--- src/rtl/core/sat_pkg.sv ---
// Shared types, constants and helpers of the shelf atlas allocator.
// No dependencies; sat_req_if, sat_res_if, sat_ctrl, the top level and sat_checker import it.
package sat_pkg;

  localparam int MAX_ROWS = 256;
  localparam int MAX_SIDE = 16384;

  localparam int ROW_AW = $clog2(MAX_ROWS);
  localparam int CNT_W  = $clog2(MAX_ROWS + 1);

  localparam int SIDE_W = 15;
  localparam int PAD_W  = 14;
  localparam int POS_W  = 14;
  localparam int FILL_W = 16;
  localparam int PAD_SZ_W = SIDE_W + 1;

  localparam int CFG_AW = 3;
  localparam int CFG_DW = 15;

  // configuration register indexes
  localparam logic [CFG_AW-1:0] REG_MAX_W   = 3'd0;
  localparam logic [CFG_AW-1:0] REG_MAX_H   = 3'd1;
  localparam logic [CFG_AW-1:0] REG_START_W = 3'd2;
  localparam logic [CFG_AW-1:0] REG_START_H = 3'd3;
  localparam logic [CFG_AW-1:0] REG_PAD     = 3'd4;

  // register reset values
  localparam logic [SIDE_W-1:0] MAX_W_RST   = 15'd4096;
  localparam logic [SIDE_W-1:0] MAX_H_RST   = 15'd4096;
  localparam logic [SIDE_W-1:0] START_W_RST = 15'd32;
  localparam logic [SIDE_W-1:0] START_H_RST = 15'd32;
  localparam logic [PAD_W-1:0]  PAD_RST     = 14'd1;

  // result status codes
  localparam logic [1:0] ST_PLACED = 2'd0;
  localparam logic [1:0] ST_AT_MAX = 2'd1;
  localparam logic [1:0] ST_FULL   = 2'd2;

  typedef struct packed {
    logic [SIDE_W-1:0] top;
    logic [SIDE_W-1:0] tall;
    logic [FILL_W-1:0] fill;
  } row_t;

  typedef struct packed {
    logic [SIDE_W-1:0] max_width;
    logic [SIDE_W-1:0] max_height;
    logic [PAD_W-1:0]  pad_amount;
    logic              load_w;
    logic              load_h;
    logic [SIDE_W-1:0] load_value;
  } cfg_t;

  typedef struct packed {
    logic [1:0]        status;
    logic [POS_W-1:0]  pos_x;
    logic [POS_W-1:0]  pos_y;
    logic [SIDE_W-1:0] cur_width;
    logic [SIDE_W-1:0] cur_height;
    logic [SIDE_W-1:0] used_height;
  } res_t;

  // clamp a maximum register to the hard side limit
  function automatic logic [SIDE_W-1:0] lim(input logic [SIDE_W-1:0] r);
    logic [SIDE_W+1:0] rx;
    logic [SIDE_W+1:0] mx;
    rx = {2'b00, r};
    mx = (SIDE_W + 2)'(MAX_SIDE);
    return (rx < mx) ? r : mx[SIDE_W-1:0];
  endfunction

  // double a side, clamped to its maximum
  function automatic logic [SIDE_W-1:0] grow_side(input logic [SIDE_W-1:0] side,
                                                  input logic [SIDE_W-1:0] mx);
    logic [SIDE_W:0] d;
    d = {side, 1'b0};
    return (d < {1'b0, mx}) ? d[SIDE_W-1:0] : mx;
  endfunction

endpackage

--- src/rtl/core/sat_ctrl.sv ---
// Placement sequencer: scans the row table, grows the atlas, opens rows.
// Depends on sat_pkg; drives the row table memory (sat_row_ram).
module sat_ctrl (
  input  logic                         clk,
  input  logic                         rst,
  input  sat_pkg::cfg_t                cfg,
  input  logic                         req_valid,
  output logic                         req_ready,
  input  logic [sat_pkg::SIDE_W-1:0]   rect_width,
  input  logic [sat_pkg::SIDE_W-1:0]   rect_height,
  output logic                         res_done,
  input  logic                         res_take,
  output sat_pkg::res_t                res,
  output logic                         ram_re,
  output logic [sat_pkg::ROW_AW-1:0]   ram_raddr,
  input  sat_pkg::row_t                ram_rdata,
  output logic                         ram_we,
  output logic [sat_pkg::ROW_AW-1:0]   ram_waddr,
  output sat_pkg::row_t                ram_wdata
);
  import sat_pkg::*;

  typedef enum logic [3:0] {
    S_IDLE = 4'b0001,
    S_SCAN = 4'b0010,
    S_GROW = 4'b0100,
    S_DONE = 4'b1000
  } state_t;

  state_t state;

  logic [CNT_W-1:0]    row_count;
  logic [SIDE_W-1:0]   next_top;
  logic [SIDE_W-1:0]   atlas_w;
  logic [SIDE_W-1:0]   atlas_h;
  logic                dv;
  logic                found;

  logic [PAD_SZ_W-1:0] pw;
  logic [PAD_SZ_W-1:0] ph;
  logic [CNT_W-1:0]    rd_idx;
  logic [ROW_AW-1:0]   eval_idx;
  logic [ROW_AW-1:0]   best_idx;
  row_t                best;
  logic [6:0]          steps;
  logic [1:0]          r_status;
  logic [POS_W-1:0]    r_px;
  logic [POS_W-1:0]    r_py;

  logic                issue;
  logic                scan_end;
  logic [FILL_W:0]     fill_sum;
  logic                fits;
  logic                better;
  logic                take_row;
  logic                tbl_full;
  logic [SIDE_W-1:0]   mw;
  logic [SIDE_W-1:0]   mh;
  logic [SIDE_W-1:0]   nw;
  logic [SIDE_W-1:0]   nh;
  logic [SIDE_W+1:0]   top_sum;
  logic                grow_fit;
  logic                grow_stop;

  // scan datapath
  assign issue    = (state == S_SCAN) && (rd_idx < row_count);
  assign scan_end = (state == S_SCAN) && (rd_idx == row_count) && !dv;
  assign fill_sum = {1'b0, ram_rdata.fill} + {1'b0, pw};
  assign fits     = (fill_sum <= {2'b00, atlas_w}) && (ph <= {1'b0, ram_rdata.tall});
  assign better   = !found || (ram_rdata.tall < best.tall) ||
                    ((ram_rdata.tall == best.tall) && (ram_rdata.fill < best.fill));
  assign take_row = dv && fits && better;
  assign tbl_full = (row_count >= CNT_W'(MAX_ROWS));

  // growth datapath
  assign mw        = lim(cfg.max_width);
  assign mh        = lim(cfg.max_height);
  assign nw        = grow_side(atlas_w, mw);
  assign nh        = grow_side(atlas_h, mh);
  assign top_sum   = {2'b00, next_top} + {1'b0, ph};
  assign grow_fit  = (top_sum <= {2'b00, atlas_h}) && (pw <= {1'b0, atlas_w});
  assign grow_stop = ((atlas_w >= mw) && (atlas_h >= mh)) || steps[6] ||
                     ((nw == atlas_w) && (nh == atlas_h));

  // memory ports
  assign ram_re    = issue;
  assign ram_raddr = rd_idx[ROW_AW-1:0];

  always_comb begin
    ram_we    = 1'b0;
    ram_waddr = best_idx;
    ram_wdata = best;
    if ((state == S_SCAN) && scan_end && found) begin
      ram_we         = 1'b1;
      ram_wdata.fill = best.fill + pw;
    end else if ((state == S_GROW) && grow_fit) begin
      ram_we    = 1'b1;
      ram_waddr = row_count[ROW_AW-1:0];
      ram_wdata = '{top: next_top, tall: ph[SIDE_W-1:0], fill: pw};
    end
  end

  assign req_ready       = (state == S_IDLE);
  assign res_done        = (state == S_DONE);
  assign res.status      = r_status;
  assign res.pos_x       = r_px;
  assign res.pos_y       = r_py;
  assign res.cur_width   = atlas_w;
  assign res.cur_height  = atlas_h;
  assign res.used_height = next_top;

  // control state
  always_ff @(posedge clk) begin
    if (rst) begin
      state     <= S_IDLE;
      row_count <= '0;
      next_top  <= '0;
      atlas_w   <= START_W_RST;
      atlas_h   <= START_H_RST;
      dv        <= 1'b0;
      found     <= 1'b0;
    end else begin
      if (cfg.load_w) begin
        atlas_w <= cfg.load_value;
      end
      if (cfg.load_h) begin
        atlas_h <= cfg.load_value;
      end
      unique case (state)
        S_IDLE: begin
          if (req_valid) begin
            state <= S_SCAN;
            dv    <= 1'b0;
            found <= 1'b0;
          end
        end
        S_SCAN: begin
          dv <= issue;
          if (take_row) begin
            found <= 1'b1;
          end
          if (scan_end) begin
            state <= (found || tbl_full) ? S_DONE : S_GROW;
          end
        end
        S_GROW: begin
          if (grow_fit) begin
            row_count <= row_count + 1'b1;
            next_top  <= next_top + ph[SIDE_W-1:0];
            state     <= S_DONE;
          end else if (grow_stop) begin
            state <= S_DONE;
          end else begin
            atlas_w <= nw;
            atlas_h <= nh;
          end
        end
        S_DONE: begin
          if (res_take) begin
            state <= S_IDLE;
          end
        end
        default: state <= S_IDLE;
      endcase
    end
  end

  // per-item payload
  always_ff @(posedge clk) begin
    unique case (state)
      S_IDLE: begin
        pw     <= {1'b0, rect_width} + {2'b00, cfg.pad_amount};
        ph     <= {1'b0, rect_height} + {2'b00, cfg.pad_amount};
        rd_idx <= '0;
        steps  <= '0;
      end
      S_SCAN: begin
        if (issue) begin
          rd_idx   <= rd_idx + 1'b1;
          eval_idx <= rd_idx[ROW_AW-1:0];
        end
        if (take_row) begin
          best_idx <= eval_idx;
          best     <= ram_rdata;
        end
        if (scan_end) begin
          if (found) begin
            r_status <= ST_PLACED;
            r_px     <= best.fill[POS_W-1:0];
            r_py     <= best.top[POS_W-1:0];
          end else begin
            r_status <= ST_FULL;
            r_px     <= '0;
            r_py     <= '0;
          end
        end
      end
      S_GROW: begin
        if (grow_fit) begin
          r_status <= ST_PLACED;
          r_px     <= '0;
          r_py     <= next_top[POS_W-1:0];
        end else if (grow_stop) begin
          r_status <= ST_AT_MAX;
          r_px     <= '0;
          r_py     <= '0;
        end else begin
          steps <= steps + 1'b1;
        end
      end
      S_DONE: begin
      end
      default: begin
      end
    endcase
  end

endmodule

--- config.mk ---
export PLATFORM = sky130hd
export DESIGN_NAME = sat_ctrl
export DESIGN_NICKNAME = d
export VERILOG_FILES = /design/src/rtl/core/sat_pkg.sv /design/src/rtl/core/sat_ctrl.sv
export SDC_FILE = /design/constraint.sdc
export NUM_CORES = 1
export LEC_CHECK = 0
export ABC_CLOCK_PERIOD_IN_PS = 8400
export BUFFER_PORTS_ARGS = -buffer_cell sky130_fd_sc_hd__clkbuf_2
export CAP_MARGIN = 20
export CORE_ASPECT_RATIO = 0.7
export CORE_MARGIN = 1.5
export CORE_UTILIZATION = 33
export CTS_CLUSTER_SIZE = 28
export DETAILED_ROUTE_END_ITERATION = 10
export PLACE_DENSITY = 0.55
export SYNTH_ARGS = -nofsm -noshare
export SYNTH_HDL_FRONTEND = slang
export SYNTH_SLANG_ARGS = --single-unit
--- constraint.sdc ---
create_clock -name clk -period 8.4 [get_ports clk]
set_clock_uncertainty 0.1 [all_clocks]
set_input_delay 0.84 -clock clk [delete_from_list [all_inputs] [get_ports clk]]
set_output_delay 0.84 -clock clk [all_outputs]
set_load 0.05 [all_outputs]
==> metrics.csv <==
metric,value,unit
holdCritStartpoint,eval_idx[3],
rows,67,
cts_tree,done,
slew_headroom,27.2,%
finalHoldViolCount,0,
insertion_delay,0.47,ns
path_class,flop to output pin,
crit_required,7.46,ns
startpoint,ph[0],
grt_pass1_vias,13916,
cts_buffers,17,
placed_cells,2714,
cp.arrival,6.49,ns
power.density,193,nW/µm²
core,48200,µm²
cts_htree_levels,4,
drt_iter0_markers,1298,
gp_congestion,0.897,
routed-via-count,14762,
cts.reportedPaths.clkPinSlew,0.07,ns
path_buf_inv,2,
timing.rr.start,ph[0],
viasPerCell,5.37,
start_kind,flop,
synthesis.area,16200,µm²
ios,282,
fmax,135,MHz
hpwl,43800,µm
io_buffers,281,
holdCritPathClass,flop to flop,
antenna_found_initial,7,
ir_drop,0.158,mV
crit_path_end_kind,output pin,
syn_avg_cell_area,8.87,µm²
min_period_over_period,88.4,%
die_area,50500,µm²
cts.path.max_buffers,2,
synth_cell_types,76,
tightest_slew,1.08,ns
drc_errors,0,
synth_top_area_cell,edfxtp_1,
wirelength,54800,µm
grt.total_usage,21.5,%
multi_input_area,10100,µm²
fin_cells,2750,
synth_top_cells_by_area,"edfxtp_1 (26%), ha_1 (18%), dfxtp_1 (7.4%)",
fin_tns_setup,0,ns
report.final.slew_viol_count,0,
die_w,268,µm
avgRoutedWirePerCell,19.9,µm
area_growth,16.6,%
ys_seq_elements,200,
fin_crit,7.43,ns
cap_violations,0,
synth_nets,2207,
post_cts_resized,0,
cp_top_family,compound AO/OA/AOI/OAI gates,
root_buffer,clkbuf_16,
grt_remaining_overflow,0,
grt_pass1_wl,82600,µm
ctsHoldBuffers,0,
max_stage_delay,0.67,ns
layout.area.seq,5410,µm²
nets,2458,
drive_above_1_share,17.1,%
dieHeight,188,µm
synth_edf_count,140,
cts.sinks,200,
fill_cells,4880,
leakage,8.25,nW
rsz0062_at_grt,no,
start_util,33.6,%
dr.pass1.iters,6,
crit_chain,ha_1 > fa_1 > a211o_1 > a2111oi_2 > o31a_1 > a21oi_1 > a21o_1 > a21oi_1 > xnor2_1 > ha_1 > nand4_1 > or4_1 > o21ai_0 > a21oi_1 > nor4_2 > o2111a_2 > buf_4 > a22oi_1 > o21ai_0 > clkbuf_2,
setup_viol,0,
cts_setup_buffers,0,
synth-seq-area-share,33.3,%
status,completed,
grt_max_degree,78,
whs,0.326,ns
syn_inst,1827,
postRouteAntennaNets,0,
yosysWarningCount,0,
synthFlopType,edfxtp_1,
crit_top_cell,a21oi_1,
yosysTopAreaCellShare,25.9,%
async_flop_share,0,%
slowest_stage,buf_4,
cp_max_fo,77,
[metrics by stage]
| stage | power, mW | utilization [%] | cell area, µm² | worst slack, ns |
|---|---|---|---|---|
| 5_1_grt | 3.87 | 39.2 | 18900 | 0.554 |
| 4_1_cts | 3.65 | 39.2 | 18900 | 1.01 |
| 2_1_floorplan | 2.34 | - | 16200 | 0.862 |
| 3_5_place_dp | 2.79 | 38.0 | 18300 | 1.55 |
| 3_3_place_gp | 2.76 | 38.0 | 18300 | 1.77 |
| 6_report | 3.64 | 39.2 | 18900 | 0.974 |
[cell type report]
| type | instances | share of cell area, % |
|---|---|---|
| diodes | 4 | 0.0530 |
| clock buffers | 17 | 2.25 |
| clock inverters | 15 | 0.781 |
| inverters | 136 | 2.70 |
| multi-input cells | 1429 | 53.3 |
| flip-flops and latches | 200 | 28.6 |
| well taps | 655 | 4.34 |
| repair buffers | 294 | 7.96 |
[cells in the mapped netlist (all sizes together) (14+ instances only)]
master,n
o21ai,107
o21a,31
nand2b,19
edfxtp,140
nor3,38
nor2,128
a21oi,120
inv,135
dfxtp,60
o211ai,16
xnor2,56
a21o,33
buf,20
nor2b,37
nand3,38
xor2,29
a31oi,17
nand4,26
mux2,16
ha,234
clkbuf,42
a211oi,14
mux2i,38
nand2,252
[logic make-up (layout without fill, tap and decap cells)]
logic type	Yosys count	after routing	share of synthesized area, %
adders and majority gates	239	239	18.7
muxes	54	54	3.46
DFF	200	200	33.3
and+or+nand+nor	614	614	17.9
AOI/OAI and AO/OA	437	437	17.3
buffers and inverters	198	462	4.81
other	0	4	0
xor gates and xnor gates	85	85	4.59
[power by group]
| group | leakage (nW) | total [mW] | internal [mW] | switching, mW |
|---|---|---|---|---|
| registers | 1.79 | 1.38 | 1.18 | 0.201 |
| clock network | 0.282 | 0.837 | 0.416 | 0.421 |
| logic | 6.18 | 1.42 | 0.562 | 0.855 |
[worst reg2reg max path: stages (launching register included)]
cell and delay (ns):
edfxtp_1 0.41, ha_1 0.23, fa_1 0.44, a211o_1 0.33
a2111oi_2 0.37, o31a_1 0.27, a21oi_1 0.12, a21o_1 0.20
a21oi_1 0.20, xnor2_1 0.12, ha_1 0.33, nand4_1 0.13
or4_1 0.55, o21ai_0 0.09, a21oi_1 0.08, nor4_2 0.46
a31oi_1 0.28, o211a_1 0.20, buf_4 0.29, nor2_4 0.90
[path summary, 6_finish.rpt]
kind	endpoint	slack, ns	depth (start not counted)
worst min-delay path	best_idx[3]	0.33	0
worst max register to register	r_py[6]	1.92	19
worst min register to register	best_idx[3]	0.33	0
worst max-delay path	ram_wdata[13]	0.97	20
[routing by layer]
metal | GRT usage (%) | wire length (µm)
met5 | 0 | 35
met4 | 5.30 | 810
met3 | 5.19 | 4360
met2 | 30.9 | 23000
met1 | 32.0 | 26600
[flip-flops by register name, indices dropped and copies added, names as in the netlist, 2 cells and up]
| register | count |
|---|---|
| best | 46 |
| r_py | 14 |
| next_top | 15 |
| best_idx | 8 |
| steps | 7 |
| atlas_w | 15 |
| r_px | 14 |
| row_count | 9 |
| eval_idx | 8 |
| pw | 16 |
| ph | 16 |
| atlas_h | 15 |
| r_status | 2 |
| rd_idx | 9 |
| state | 4 |
[cells in the final DEF, fill, tap and decap left out, types with 38 or more instances in the layout]
master    Yosys  routed
xnor2_1      56      56
nor2_1      128     127
a21oi_1     120     120
dfxtp_1      60      60
inv_1       135     135
nor3_1       38      38
nand2_1     252     252
edfxtp_1    140     140
o21ai_0     106     106
clkbuf_2      0     281
mux2i_1      38      38
nand3_1      38      38
ha_1        234     234
(Power assumes the default switching activity.)
